===== src/rtl/ts_video_packetizer_defines.svh =====
// Assertion macros for the transport stream packetizer.
// Used by the top level; no other dependencies.
`ifndef TS_VIDEO_PACKETIZER_DEFINES_SVH
`define TS_VIDEO_PACKETIZER_DEFINES_SVH

// Same-cycle implication, disabled while reset is asserted.
`define TSVP_ASSERT_NOW(label, clk, rstn, ante, cons) \
    label: assert property (@(posedge clk) disable iff (!(rstn)) (ante) |-> (cons)) \
        else $error("tsvp assertion failed");

// Next-cycle implication, disabled while reset is asserted.
`define TSVP_ASSERT_NEXT(label, clk, rstn, ante, cons) \
    label: assert property (@(posedge clk) disable iff (!(rstn)) (ante) |=> (cons)) \
        else $error("tsvp assertion failed");

`endif


===== src/rtl/tsvp_pkg.sv =====
// Shared types, constants and byte tables of the transport stream packetizer.
// No dependencies; imported by every module of the block.
`timescale 1ns / 1ps
`default_nettype none

package tsvp_pkg;

    localparam int PACKET_SIZE  = 188;
    localparam int PAYLOAD_MAX  = PACKET_SIZE - 4;
    localparam int KEY_FIRST_MAX = PAYLOAD_MAX - 2;
    localparam int PES_HDR_LEN  = 14;
    localparam int PAT_LEN      = 17;
    localparam int PMT_LEN      = 22;
    localparam int PAT_SEC_END  = 13;
    localparam int PMT_SEC_END  = 18;
    localparam int BUF_AW       = $clog2(PAYLOAD_MAX);
    localparam logic [31:0] CRC_POLY = 32'h04C1_1DB7;
    localparam logic [31:0] CRC_INIT = 32'hFFFF_FFFF;

    localparam logic [1:0] REG_VIDEO_PID = 2'd0;
    localparam logic [1:0] REG_PMT_PID   = 2'd1;
    localparam logic [1:0] REG_PROGRAM   = 2'd2;
    localparam logic [1:0] REG_STREAM    = 2'd3;

    localparam logic CMD_TABLES = 1'b0;
    localparam logic CMD_VIDEO  = 1'b1;

    typedef enum logic [1:0] {
        ROLE_PAT,
        ROLE_PMT,
        ROLE_VIDEO
    } role_t;

    typedef enum logic [2:0] {
        ST_IDLE,
        ST_PAT,
        ST_PMT,
        ST_FLUSH,
        ST_BYTE
    } state_t;

    typedef struct packed {
        logic        start;
        role_t       role;
        logic        pusi;
        logic        rai;
        logic [7:0]  len;
        logic        last_pkt;
    } pkt_req_t;

    typedef struct packed {
        logic        valid;
        logic [7:0]  data;
        logic        pkt_end;
        logic        last_pkt;
    } byte_strm_t;

    typedef struct packed {
        logic [12:0] vid_pid;
        logic [12:0] pmt_pid;
        logic [15:0] program_number;
        logic [7:0]  stream_type;
    } cfg_t;

    function automatic logic [31:0] crc_byte(input logic [31:0] crc, input logic [7:0] b);
        logic [31:0] c;
        c = crc ^ {b, 24'h0};
        for (int i = 0; i < 8; i++) begin
            c = c[31] ? ({c[30:0], 1'b0} ^ CRC_POLY) : {c[30:0], 1'b0};
        end
        return c;
    endfunction

    function automatic logic [7:0] pat_byte(input logic [4:0] d, input cfg_t cfg);
        logic [7:0] b;
        unique case (d)
            5'd2:    b = 8'hB0;
            5'd3:    b = 8'h0D;
            5'd5:    b = 8'h01;
            5'd6:    b = 8'hC1;
            5'd9:    b = cfg.program_number[15:8];
            5'd10:   b = cfg.program_number[7:0];
            5'd11:   b = {3'b111, cfg.pmt_pid[12:8]};
            5'd12:   b = cfg.pmt_pid[7:0];
            default: b = 8'h00;
        endcase
        return b;
    endfunction

    function automatic logic [7:0] pmt_byte(input logic [4:0] d, input cfg_t cfg);
        logic [7:0] b;
        unique case (d)
            5'd1:    b = 8'h02;
            5'd2:    b = 8'hB0;
            5'd3:    b = 8'h12;
            5'd4:    b = cfg.program_number[15:8];
            5'd5:    b = cfg.program_number[7:0];
            5'd6:    b = 8'hC1;
            5'd9:    b = {3'b111, cfg.vid_pid[12:8]};
            5'd10:   b = cfg.vid_pid[7:0];
            5'd11:   b = 8'hF0;
            5'd13:   b = cfg.stream_type;
            5'd14:   b = {3'b111, cfg.vid_pid[12:8]};
            5'd15:   b = cfg.vid_pid[7:0];
            5'd16:   b = 8'hF0;
            default: b = 8'h00;
        endcase
        return b;
    endfunction

    function automatic logic [7:0] pes_byte(input logic [3:0] d, input logic [32:0] pts);
        logic [7:0] b;
        unique case (d)
            4'd2:    b = 8'h01;
            4'd3:    b = 8'hE0;
            4'd6:    b = 8'h80;
            4'd7:    b = 8'h80;
            4'd8:    b = 8'h05;
            4'd9:    b = {4'b0010, pts[32:30], 1'b1};
            4'd10:   b = pts[29:22];
            4'd11:   b = {pts[21:15], 1'b1};
            4'd12:   b = pts[14:7];
            4'd13:   b = {pts[6:0], 1'b1};
            default: b = 8'h00;
        endcase
        return b;
    endfunction

endpackage

`default_nettype wire


===== src/rtl/tsvp_buf.sv =====
// Payload byte buffer: one write port, one registered read port.
// Depends on tsvp_pkg.
`timescale 1ns / 1ps
`default_nettype none

module tsvp_buf
    import tsvp_pkg::*;
(
    input  wire logic              aclk,
    input  wire logic              we,
    input  wire logic [BUF_AW-1:0] waddr,
    input  wire logic [7:0]        wdata,
    input  wire logic              re,
    input  wire logic [BUF_AW-1:0] raddr,
    output logic [7:0]             rdata
);

    logic [7:0] mem [PAYLOAD_MAX];
    logic [7:0] rdata_reg;

    always_ff @(posedge aclk) begin
        if (we) begin
            mem[waddr] <= wdata;
        end
        if (re) begin
            rdata_reg <= mem[raddr];
        end
    end

    assign rdata = rdata_reg;

endmodule

`default_nettype wire


===== src/rtl/tsvp_gen.sv =====
// Packet byte generator: walks the 188 byte positions of one packet, builds
// header, adaptation field, tables with CRC and PES header, reads payload.
// Depends on tsvp_pkg and drives the read port of tsvp_buf.
`timescale 1ns / 1ps
`default_nettype none

module tsvp_gen
    import tsvp_pkg::*;
(
    input  wire logic              aclk,
    input  wire logic              aresetn,
    input  wire pkt_req_t          req,
    input  wire cfg_t              cfg,
    input  wire logic [32:0]       held_pts,
    output logic                   busy,
    output byte_strm_t             strm,
    input  wire logic              strm_ready,
    output logic                   mem_re,
    output logic [BUF_AW-1:0]      mem_raddr,
    input  wire logic [7:0]        mem_rdata
);

    logic        busy_reg;
    logic [7:0]  pos_reg;
    role_t       role_reg;
    logic        pusi_reg, rai_reg, last_pkt_reg;
    logic [7:0]  len_reg;
    logic [12:0] pid_reg;
    logic [31:0] crc_reg, crc_next;
    logic [3:0]  cc_reg [3];

    logic        s2_valid_reg, s2_mem_reg, s2_end_reg, s2_last_reg;
    logic [7:0]  s2_byte_reg;

    logic        advance, fire;
    logic [7:0]  dstart, didx, stuff, b1;
    logic        in_data, use_mem, has_af;
    logic [3:0]  cur_cc;
    logic [4:0]  crc_sel;

    assign advance = !s2_valid_reg || strm_ready;
    assign fire    = busy_reg && advance;
    assign stuff   = 8'(PAYLOAD_MAX) - len_reg;
    assign has_af  = (stuff != 8'd0);
    assign dstart  = 8'(PACKET_SIZE) - len_reg;
    assign in_data = (pos_reg >= dstart);
    assign didx    = pos_reg - dstart;

    always_comb begin
        unique case (role_reg)
            ROLE_PAT:   cur_cc = cc_reg[0];
            ROLE_PMT:   cur_cc = cc_reg[1];
            ROLE_VIDEO: cur_cc = cc_reg[2];
            default:    cur_cc = 4'h0;
        endcase
    end

    // stage 1: byte for the current position
    always_comb begin
        b1       = 8'hFF;
        use_mem  = 1'b0;
        crc_next = crc_reg;
        crc_sel  = 5'd0;
        if (pos_reg == 8'd0) begin
            b1 = 8'h47;
        end else if (pos_reg == 8'd1) begin
            b1 = {1'b0, pusi_reg, 1'b0, pid_reg[12:8]};
        end else if (pos_reg == 8'd2) begin
            b1 = pid_reg[7:0];
        end else if (pos_reg == 8'd3) begin
            b1 = {2'b00, has_af, 1'b1, cur_cc};
        end else if (in_data) begin
            unique case (role_reg)
                ROLE_PAT: begin
                    if (didx < 8'(PAT_SEC_END)) begin
                        b1 = pat_byte(didx[4:0], cfg);
                        if (didx != 8'd0) crc_next = crc_byte(crc_reg, b1);
                    end else begin
                        crc_sel = didx[4:0] - 5'(PAT_SEC_END);
                    end
                end
                ROLE_PMT: begin
                    if (didx < 8'(PMT_SEC_END)) begin
                        b1 = pmt_byte(didx[4:0], cfg);
                        if (didx != 8'd0) crc_next = crc_byte(crc_reg, b1);
                    end else begin
                        crc_sel = didx[4:0] - 5'(PMT_SEC_END);
                    end
                end
                default: begin
                    if (pusi_reg && didx < 8'(PES_HDR_LEN)) begin
                        b1 = pes_byte(didx[3:0], held_pts);
                    end else begin
                        use_mem = 1'b1;
                    end
                end
            endcase
            if (role_reg != ROLE_VIDEO && didx >= 8'(PAT_SEC_END)
                && !(role_reg == ROLE_PMT && didx < 8'(PMT_SEC_END))) begin
                unique case (crc_sel[1:0])
                    2'd0: b1 = crc_reg[31:24];
                    2'd1: b1 = crc_reg[23:16];
                    2'd2: b1 = crc_reg[15:8];
                    2'd3: b1 = crc_reg[7:0];
                endcase
            end
        end else if (pos_reg == 8'd4) begin
            b1 = stuff - 8'd1;
        end else if (pos_reg == 8'd5) begin
            b1 = rai_reg ? 8'h40 : 8'h00;
        end
    end

    assign mem_re    = fire && use_mem;
    assign mem_raddr = didx[BUF_AW-1:0];

    always_ff @(posedge aclk) begin
        if (!aresetn) begin
            busy_reg     <= 1'b0;
            s2_valid_reg <= 1'b0;
            cc_reg[0]    <= 4'h0;
            cc_reg[1]    <= 4'h0;
            cc_reg[2]    <= 4'h0;
        end else begin
            if (req.start && !busy_reg) begin
                busy_reg     <= 1'b1;
                pos_reg      <= 8'd0;
                role_reg     <= req.role;
                pusi_reg     <= req.pusi;
                rai_reg      <= req.rai;
                len_reg      <= req.len;
                last_pkt_reg <= req.last_pkt;
                crc_reg      <= CRC_INIT;
                unique case (req.role)
                    ROLE_PAT:   pid_reg <= 13'h0;
                    ROLE_PMT:   pid_reg <= cfg.pmt_pid;
                    default:    pid_reg <= cfg.vid_pid;
                endcase
            end
            if (fire) begin
                s2_valid_reg <= 1'b1;
                s2_byte_reg  <= b1;
                s2_mem_reg   <= use_mem;
                s2_end_reg   <= (pos_reg == 8'(PACKET_SIZE - 1));
                s2_last_reg  <= last_pkt_reg;
                crc_reg      <= crc_next;
                pos_reg      <= pos_reg + 8'd1;
                if (pos_reg == 8'(PACKET_SIZE - 1)) begin
                    busy_reg <= 1'b0;
                    unique case (role_reg)
                        ROLE_PAT:   cc_reg[0] <= cc_reg[0] + 4'd1;
                        ROLE_PMT:   cc_reg[1] <= cc_reg[1] + 4'd1;
                        default:    cc_reg[2] <= cc_reg[2] + 4'd1;
                    endcase
                end
            end else if (advance) begin
                s2_valid_reg <= 1'b0;
            end
        end
    end

    assign busy          = busy_reg;
    assign strm.valid    = s2_valid_reg;
    assign strm.data     = s2_mem_reg ? mem_rdata : s2_byte_reg;
    assign strm.pkt_end  = s2_end_reg;
    assign strm.last_pkt = s2_last_reg;

endmodule

`default_nettype wire


===== src/rtl/tsvp_pack.sv =====
// Word packer: gathers packet bytes into 64-bit words, earliest byte on top,
// and holds each finished word in the output register.
// Depends on tsvp_pkg.
`timescale 1ns / 1ps
`default_nettype none

module tsvp_pack
    import tsvp_pkg::*;
(
    input  wire logic       aclk,
    input  wire logic       aresetn,
    input  wire byte_strm_t strm,
    output logic            strm_ready,
    output logic            m_valid,
    input  wire logic       m_ready,
    output logic [63:0]     m_word,
    output logic [3:0]      m_nbytes,
    output logic            m_pkt_end,
    output logic            m_last
);

    logic [63:0] acc_reg;
    logic [2:0]  cnt_reg;
    logic        m_valid_reg;
    logic [63:0] word_reg;
    logic [3:0]  nbytes_reg;
    logic        pkt_end_reg, last_reg;

    logic        complete, out_free, take;
    logic [63:0] merged;

    assign complete   = strm.pkt_end || (cnt_reg == 3'd7);
    assign out_free   = !m_valid_reg || m_ready;
    assign strm_ready = !complete || out_free;
    assign take       = strm.valid && strm_ready;
    assign merged     = acc_reg | ({56'h0, strm.data} << {3'(3'd7 - cnt_reg), 3'b000});

    always_ff @(posedge aclk) begin
        if (!aresetn) begin
            m_valid_reg <= 1'b0;
            cnt_reg     <= 3'd0;
            acc_reg     <= 64'h0;
        end else begin
            if (m_ready && !(take && complete)) m_valid_reg <= 1'b0;
            if (take) begin
                if (complete) begin
                    word_reg    <= merged;
                    nbytes_reg  <= {1'b0, cnt_reg} + 4'd1;
                    pkt_end_reg <= strm.pkt_end;
                    last_reg    <= strm.pkt_end && strm.last_pkt;
                    m_valid_reg <= 1'b1;
                    acc_reg     <= 64'h0;
                    cnt_reg     <= 3'd0;
                end else begin
                    acc_reg <= merged;
                    cnt_reg <= cnt_reg + 3'd1;
                end
            end
        end
    end

    assign m_valid   = m_valid_reg;
    assign m_word    = word_reg;
    assign m_nbytes  = nbytes_reg;
    assign m_pkt_end = pkt_end_reg;
    assign m_last    = last_reg;

endmodule

`default_nettype wire


===== src/rtl/ts_video_packetizer.sv =====
// One packet byte per cycle unless the output stalls, 188 bytes a packet, and the input waits
// for it: a table command, a frame start that flushes and a byte that sends a packet each hold
// off the next transfer until their packets are sent; a byte that only buffers, while it is written.
// Reset (aresetn, synchronous, active low) clears control state and counters and
// loads the configuration defaults; the payload buffer needs no clearing.
`timescale 1ns / 1ps
`default_nettype none
`include "ts_video_packetizer_defines.svh"

module ts_video_packetizer
    import tsvp_pkg::*;
(
    input  wire logic        aclk,
    input  wire logic        aresetn,
    input  wire logic        cfg_wr_en,
    input  wire logic [1:0]  cfg_addr,
    input  wire logic [15:0] cfg_wdata,
    input  wire logic        s_tvalid,
    output logic             s_tready,
    // [7:0] data_byte, [8] first_of_frame, [41:9] pts, [42] keyframe
    input  wire logic [47:0] s_tdata,
    // [0] cmd
    input  wire logic        s_tuser,
    input  wire logic        s_tlast,
    output logic             m_tvalid,
    input  wire logic        m_tready,
    // [63:0] out_word, [67:64] valid_bytes
    output logic [71:0]      m_tdata,
    // [0] packet_end
    output logic             m_tuser,
    output logic             m_tlast
);

    cfg_t        cfg_reg;
    state_t      state_reg, state_next;
    logic [7:0]  fill_reg;
    logic [32:0] held_pts_reg;
    logic        held_key_reg, in_first_reg;
    logic [7:0]  item_byte_reg;
    logic        item_first_reg, item_last_reg, item_key_reg;
    logic [32:0] item_pts_reg;

    pkt_req_t    req;
    byte_strm_t  strm;
    logic        gen_busy, strm_ready, mem_re, mem_we;
    logic [BUF_AW-1:0] mem_raddr;
    logic [7:0]  mem_rdata;
    logic        accept;
    logic [7:0]  fill_eff, fill_new, cap;
    logic        first_eff, key_eff, send;
    logic [63:0] word;
    logic [3:0]  nbytes;

    assign accept    = s_tvalid && s_tready;
    assign fill_eff  = item_first_reg ? 8'(PES_HDR_LEN) : fill_reg;
    assign first_eff = item_first_reg || in_first_reg;
    assign key_eff   = item_first_reg ? item_key_reg : held_key_reg;
    assign cap       = (first_eff && key_eff) ? 8'(KEY_FIRST_MAX) : 8'(PAYLOAD_MAX);
    assign fill_new  = fill_eff + 8'd1;
    assign send      = (fill_new >= cap) || item_last_reg;

    always_comb begin
        state_next = state_reg;
        unique case (state_reg)
            ST_IDLE: begin
                if (accept) begin
                    if (s_tuser == CMD_TABLES) begin
                        state_next = ST_PAT;
                    end else if (s_tdata[8] && fill_reg != 8'd0) begin
                        state_next = ST_FLUSH;
                    end else begin
                        state_next = ST_BYTE;
                    end
                end
            end
            ST_PAT:   state_next = ST_PMT;
            ST_PMT:   if (!gen_busy) state_next = ST_IDLE;
            ST_FLUSH: state_next = ST_BYTE;
            ST_BYTE:  if (!gen_busy) state_next = ST_IDLE;
            default:  state_next = ST_IDLE;
        endcase
    end

    always_comb begin
        s_tready     = 1'b0;
        mem_we       = 1'b0;
        req.start    = 1'b0;
        req.role     = ROLE_VIDEO;
        req.pusi     = 1'b1;
        req.rai      = 1'b0;
        req.len      = 8'(PAT_LEN);
        req.last_pkt = 1'b1;
        unique case (state_reg)
            ST_IDLE: s_tready = !gen_busy;
            ST_PAT: begin
                req.start    = 1'b1;
                req.role     = ROLE_PAT;
                req.last_pkt = 1'b0;
            end
            ST_PMT: begin
                req.start = !gen_busy;
                req.role  = ROLE_PMT;
                req.len   = 8'(PMT_LEN);
            end
            ST_FLUSH: begin
                req.start    = 1'b1;
                req.pusi     = in_first_reg;
                req.rai      = in_first_reg && held_key_reg;
                req.len      = fill_reg;
                req.last_pkt = !item_last_reg;
            end
            ST_BYTE: begin
                mem_we    = !gen_busy;
                req.start = !gen_busy && send;
                req.pusi  = first_eff;
                req.rai   = first_eff && key_eff;
                req.len   = fill_new;
            end
            default: ;
        endcase
    end

    always_ff @(posedge aclk) begin
        if (!aresetn) begin
            state_reg      <= ST_IDLE;
            fill_reg       <= 8'd0;
            held_pts_reg   <= 33'h0;
            held_key_reg   <= 1'b0;
            in_first_reg   <= 1'b0;
            cfg_reg.vid_pid        <= 13'd256;
            cfg_reg.pmt_pid        <= 13'd4096;
            cfg_reg.program_number <= 16'd1;
            cfg_reg.stream_type    <= 8'h1B;
        end else begin
            state_reg <= state_next;
            if (cfg_wr_en) begin
                unique case (cfg_addr)
                    REG_VIDEO_PID: cfg_reg.vid_pid        <= cfg_wdata[12:0];
                    REG_PMT_PID:   cfg_reg.pmt_pid        <= cfg_wdata[12:0];
                    REG_PROGRAM:   cfg_reg.program_number <= cfg_wdata;
                    REG_STREAM:    cfg_reg.stream_type    <= cfg_wdata[7:0];
                endcase
            end
            if (state_reg == ST_FLUSH) begin
                fill_reg     <= 8'd0;
                in_first_reg <= 1'b0;
            end
            if (mem_we) begin
                if (item_first_reg) begin
                    held_pts_reg <= item_pts_reg;
                    held_key_reg <= item_key_reg;
                end
                fill_reg     <= send ? 8'd0 : fill_new;
                in_first_reg <= send ? 1'b0 : first_eff;
            end
        end
    end

    always_ff @(posedge aclk) begin
        if (accept) begin
            item_byte_reg  <= s_tdata[7:0];
            item_first_reg <= s_tdata[8];
            item_pts_reg   <= s_tdata[41:9];
            item_key_reg   <= s_tdata[42];
            item_last_reg  <= s_tlast;
        end
    end

    tsvp_buf u_buf (
        .aclk  (aclk),
        .we    (mem_we),
        .waddr (fill_eff[BUF_AW-1:0]),
        .wdata (item_byte_reg),
        .re    (mem_re),
        .raddr (mem_raddr),
        .rdata (mem_rdata)
    );

    tsvp_gen u_gen (
        .aclk       (aclk),
        .aresetn    (aresetn),
        .req        (req),
        .cfg        (cfg_reg),
        .held_pts   (held_pts_reg),
        .busy       (gen_busy),
        .strm       (strm),
        .strm_ready (strm_ready),
        .mem_re     (mem_re),
        .mem_raddr  (mem_raddr),
        .mem_rdata  (mem_rdata)
    );

    tsvp_pack u_pack (
        .aclk       (aclk),
        .aresetn    (aresetn),
        .strm       (strm),
        .strm_ready (strm_ready),
        .m_valid    (m_tvalid),
        .m_ready    (m_tready),
        .m_word     (word),
        .m_nbytes   (nbytes),
        .m_pkt_end  (m_tuser),
        .m_last     (m_tlast)
    );

    assign m_tdata = {4'h0, nbytes, word};

    `TSVP_ASSERT_NOW(a_fill_bound, aclk, aresetn, 1'b1, fill_reg <= 8'(PAYLOAD_MAX))
    `TSVP_ASSERT_NOW(a_start_idle, aclk, aresetn, req.start, !gen_busy)
    `TSVP_ASSERT_NOW(a_end_short, aclk, aresetn, m_tvalid && m_tuser, nbytes == 4'd4)
    `TSVP_ASSERT_NOW(a_first_fill, aclk, aresetn,
        state_reg == ST_IDLE && in_first_reg, fill_reg > 8'(PES_HDR_LEN))

endmodule

`default_nettype wire


===== config.mk =====
export PLATFORM = sky130hd
export DESIGN_NAME = ts_video_packetizer
export DESIGN_NICKNAME = d
export VERILOG_FILES = /design/src/rtl/tsvp_pkg.sv /design/src/rtl/tsvp_buf.sv /design/src/rtl/tsvp_gen.sv /design/src/rtl/tsvp_pack.sv /design/src/rtl/ts_video_packetizer.sv
export VERILOG_INCLUDE_DIRS = /design/src /design/src/rtl
export SDC_FILE = /design/constraint.sdc
export NUM_CORES = 2
export LEC_CHECK = 0
export ABC_AREA = 1
export BUFFER_PORTS_ARGS = -buffer_cell sky130_fd_sc_hd__buf_2
export CAP_MARGIN = 5
export CORE_ASPECT_RATIO = 1.5
export CORE_UTILIZATION = 29
export CTS_CLUSTER_SIZE = 20
export DETAILED_ROUTE_END_ITERATION = 8
export PLACE_DENSITY_LB_ADDON = 0.25
export SETUP_SLACK_MARGIN = 0.02
export SKIP_LAST_GASP = 1
export SLEW_MARGIN = 25
export SYNTH_ARGS = -nofsm -noshare
export SYNTH_HDL_FRONTEND = slang
export SYNTH_HIERARCHICAL = 1
export SYNTH_SLANG_ARGS = --single-unit

===== constraint.sdc =====
create_clock -name aclk -period 7.1 [get_ports aclk]
set_input_delay 0.71 -clock aclk [delete_from_list [all_inputs] [get_ports aclk]]
set_output_delay 0.71 -clock aclk [all_outputs]
set_load 0.05 [all_outputs]

==> metrics <==
Die W=431.3 µm; max FFs per register=1,472; vias per inst=4.836; CTS Buf Count=177; initial drt markers=4,350; asr flop ratio synth=0; Avg Inst Size Synth=10.59 µm²; Clock transition at path regs=0.07 ns; utilization after layout=0.3270; register area=53,860 µm²; Hold WC Path Type=input port to flip-flop; Final #Nets=7,663; most frequent cells in the layout=nand2_1, edfxtp_1, nand3_1; gpl congestion=0.9313; Die H=646 µm; worst relative slew slack=0.2685; Yosys reg bits=1,849; RSZ-0062 raised after global routing=false; Setup TNS Final=0 ns; CP endpoint kind=flip-flop; DR pass1 iterations=6; via count=55,056; Critical Path AT=5.62 ns; Cells after Synth=7,568; Core Footprint=275,200 µm²; FILL cells=27,798; # DRC=0; grt total ovfl=0; yosys warns=6; # IOs=149; routed length per instance=21.21 µm; vias in the first global route=53,547; final cell area excluding filler cells=90,000 µm²; quantity of hold-fixing buffers added after cts=7; Top delay family on crit path=simple AND/OR/NAND/NOR gates; prevailing post-synth register cell=edfxtp_1; slowest CP cell=nor2_1; clock sinks=1,849; post-route ant nets=0; Non-Filler Instances=11,385; gr usage total=0.1682; Crit path buffers/inverters=3; status=completed; EDFF count, synth=1,683; post-synthesis sequential area ratio=0.6717; Setup Fix Bufs, Post-CTS=0; CTS Root Cell=clkbuf_16; Site Rows=236; CTS HTree Levels=4; synthesized cell area=80,180 µm²; Detailed Place HPWL=149.3 mm; minimum clock period=5.093 ns; Inst Count DP=11,062; Die ar.=278,600 µm²; number of port buffers=139; Worst setup SP type=flip-flop; critical path fanouts, max=98; CP Cell Sequence=inv_1 -> ha_1 -> inv_1 -> nor2_1 -> nor2_1 -> ha_1 -> xnor2_4 -> buf_12 -> nor2_1 -> nand2_1 -> nand2_1 -> nor2_1 -> nand2_1 -> nand2_4 -> nand3_1 -> nand2_1 -> nand2_1 -> nand3_1 -> nand2_1 -> a21oi_1 -> nand2_1; deepest clock path buffer count=4; Setup CP Type=flip-flop to flip-flop; CTS tree=built; first-pass GRT wire length=354.6 mm; data required time of the worst path=7.63 ns; Tightest Pin Transition=1.097 ns; P&R area growth vs syn=12.25%; CTS resizes=0; Max-Cap Viols=0; library cells used by synthesis=58; starting density of the core=0.2914; DRT Wirelength=241.5 mm; fin. max-slew vios=0; Final Skew=0.08074 ns; worst-skew pair later-pin latency=0.86 ns; initial antenna violation count=4; largest stage delay on the critical path=0.55 ns; commonest non-fill, non-tap cell in the layout=nand2_1; period utilization=0.7173; final setup fails=0; placed cell areas=84,470 µm²; area of the multi-input gates=23,160 µm²; Crit path top cell by count=nand2_1; Fmax achieved=196.3 MHz; Hold Fails Final Rpt=0; largest net degree at the start of global routing=176; share of post-route cells with drive strength above 1=0.08239
-- synth_stat cells, types with 2 or more instances --
cell type | instances | share of area
inv_2 | 16 | 0.00075
buf_2 | 215 | 0.013
a21oi_1 | 190 | 0.012
buf_4 | 51 | 0.0048
ha_1 | 29 | 0.0045
a211oi_1 | 2 | 0.00019
o21ai_0 | 334 | 0.021
dfxtp_1 | 166 | 0.041
or2_0 | 3 | 0.00023
or2_2 | 5 | 0.00039
o22ai_1 | 5 | 0.00039
o21ai_1 | 19 | 0.0012
nand3_2 | 10 | 0.0012
nor3_1 | 43 | 0.0027
nor2_2 | 5 | 0.00039
buf_6 | 12 | 0.0017
o211ai_1 | 88 | 0.0082
mux2_2 | 8 | 0.0011
xor2_1 | 49 | 0.0054
a21oi_2 | 2 | 0.00022
nor2_1 | 730 | 0.034
o221ai_1 | 17 | 0.0019
nand2_4 | 16 | 0.0022
nand3b_1 | 6 | 0.00056
nand3_1 | 1333 | 0.083
nand2_1 | 1933 | 0.090
nand2_2 | 45 | 0.0035
edfxtp_1 | 1683 | 0.63
clkinv_1 | 2 | 0.000094
inv_1 | 287 | 0.013
xor2_2 | 4 | 0.00081
nand4_1 | 33 | 0.0026
nor2_4 | 8 | 0.0011
buf_1 | 32 | 0.0015
nor3_2 | 4 | 0.00050
o311ai_0 | 2 | 0.00022
inv_4 | 4 | 0.00031
or2_1 | 24 | 0.0019
clkbuf_1 | 113 | 0.0053
o21a_1 | 2 | 0.00019
nor4_1 | 2 | 0.00016
xnor2_1 | 18 | 0.0020
a22oi_1 | 3 | 0.00028
-- worst register-to-register path, cell delays in order, from the launching register on --
cell,delay [ns]
edfxtp_1,0.49
inv_1,0.15
ha_1,0.20
inv_1,0.07
nor2_1,0.17
nor2_1,0.13
ha_1,0.44
xnor2_4,0.25
buf_12,0.51
nor2_1,0.28
nand2_1,0.29
nand2_1,0.10
nor2_1,0.55
nand2_1,0.23
nand2_4,0.22
nand3_1,0.13
nand2_1,0.16
nand2_1,0.09
nand3_1,0.07
nand2_1,0.05
a21oi_1,0.15
nand2_1,0.07
-- worst paths after layout --
kind	startpoint	slack (ns)	to	cells past startpoint
max	u_gen/len_reg[0]	2.01	u_gen/crc_reg[11]	21
min	s_tdata[16]	0.07	item_pts_reg[7]	1
max reg2reg	u_gen/len_reg[0]	2.01	u_gen/crc_reg[11]	21
min reg2reg	u_gen/last_pkt_reg	0.44	u_gen/s2_last_reg	0
-- cell type report --
type	count	share of cell area
Tap cell	3689	0.05128
Timing Repair Buffer	233	0.01905
Sequential cell	1849	0.5984
Clock inverter	92	0.008063
Multi-Input combinational cell	4990	0.2573
Inverter	309	0.01350
Clock buffer	222	0.05235
Antenna cell	1	0.00002780
-- through the flow --
stage | worst slack, ns | hold WS (ns)
after floorplan | 1.696 | 0.4003
after global placement | 2.019 | 0.4140
after detailed placement | 2.086 | 0.4348
after CTS | 2.007 | 0.005330
after global routing | 1.597 | 0.02667
final | 2.007 | 0.06889
-- cells by family after synthesis --
kind of cell    after synthesis  synth area share
flops                      1849            0.6717
buf+inv                     732           0.04126
compound gates              670           0.04613
other cells                   1        0.00004677
fa+ha+maj                    30          0.004775
xor+xnor                     73          0.008676
mux                           9          0.001248
simple gates               4204            0.2261
-- layer usage --
layer / GRT usage / routed length (µm)
met1: 0.1914 / 92620
met5: 0 / 0
met2: 0.3104 / 126400
met3: 0.01737 / 9892
met4: 0.08279 / 12530
Power is left out: the tool's default activity adds up to more than one toggle a clock period on the data nets, which glitch-free logic cannot reach.
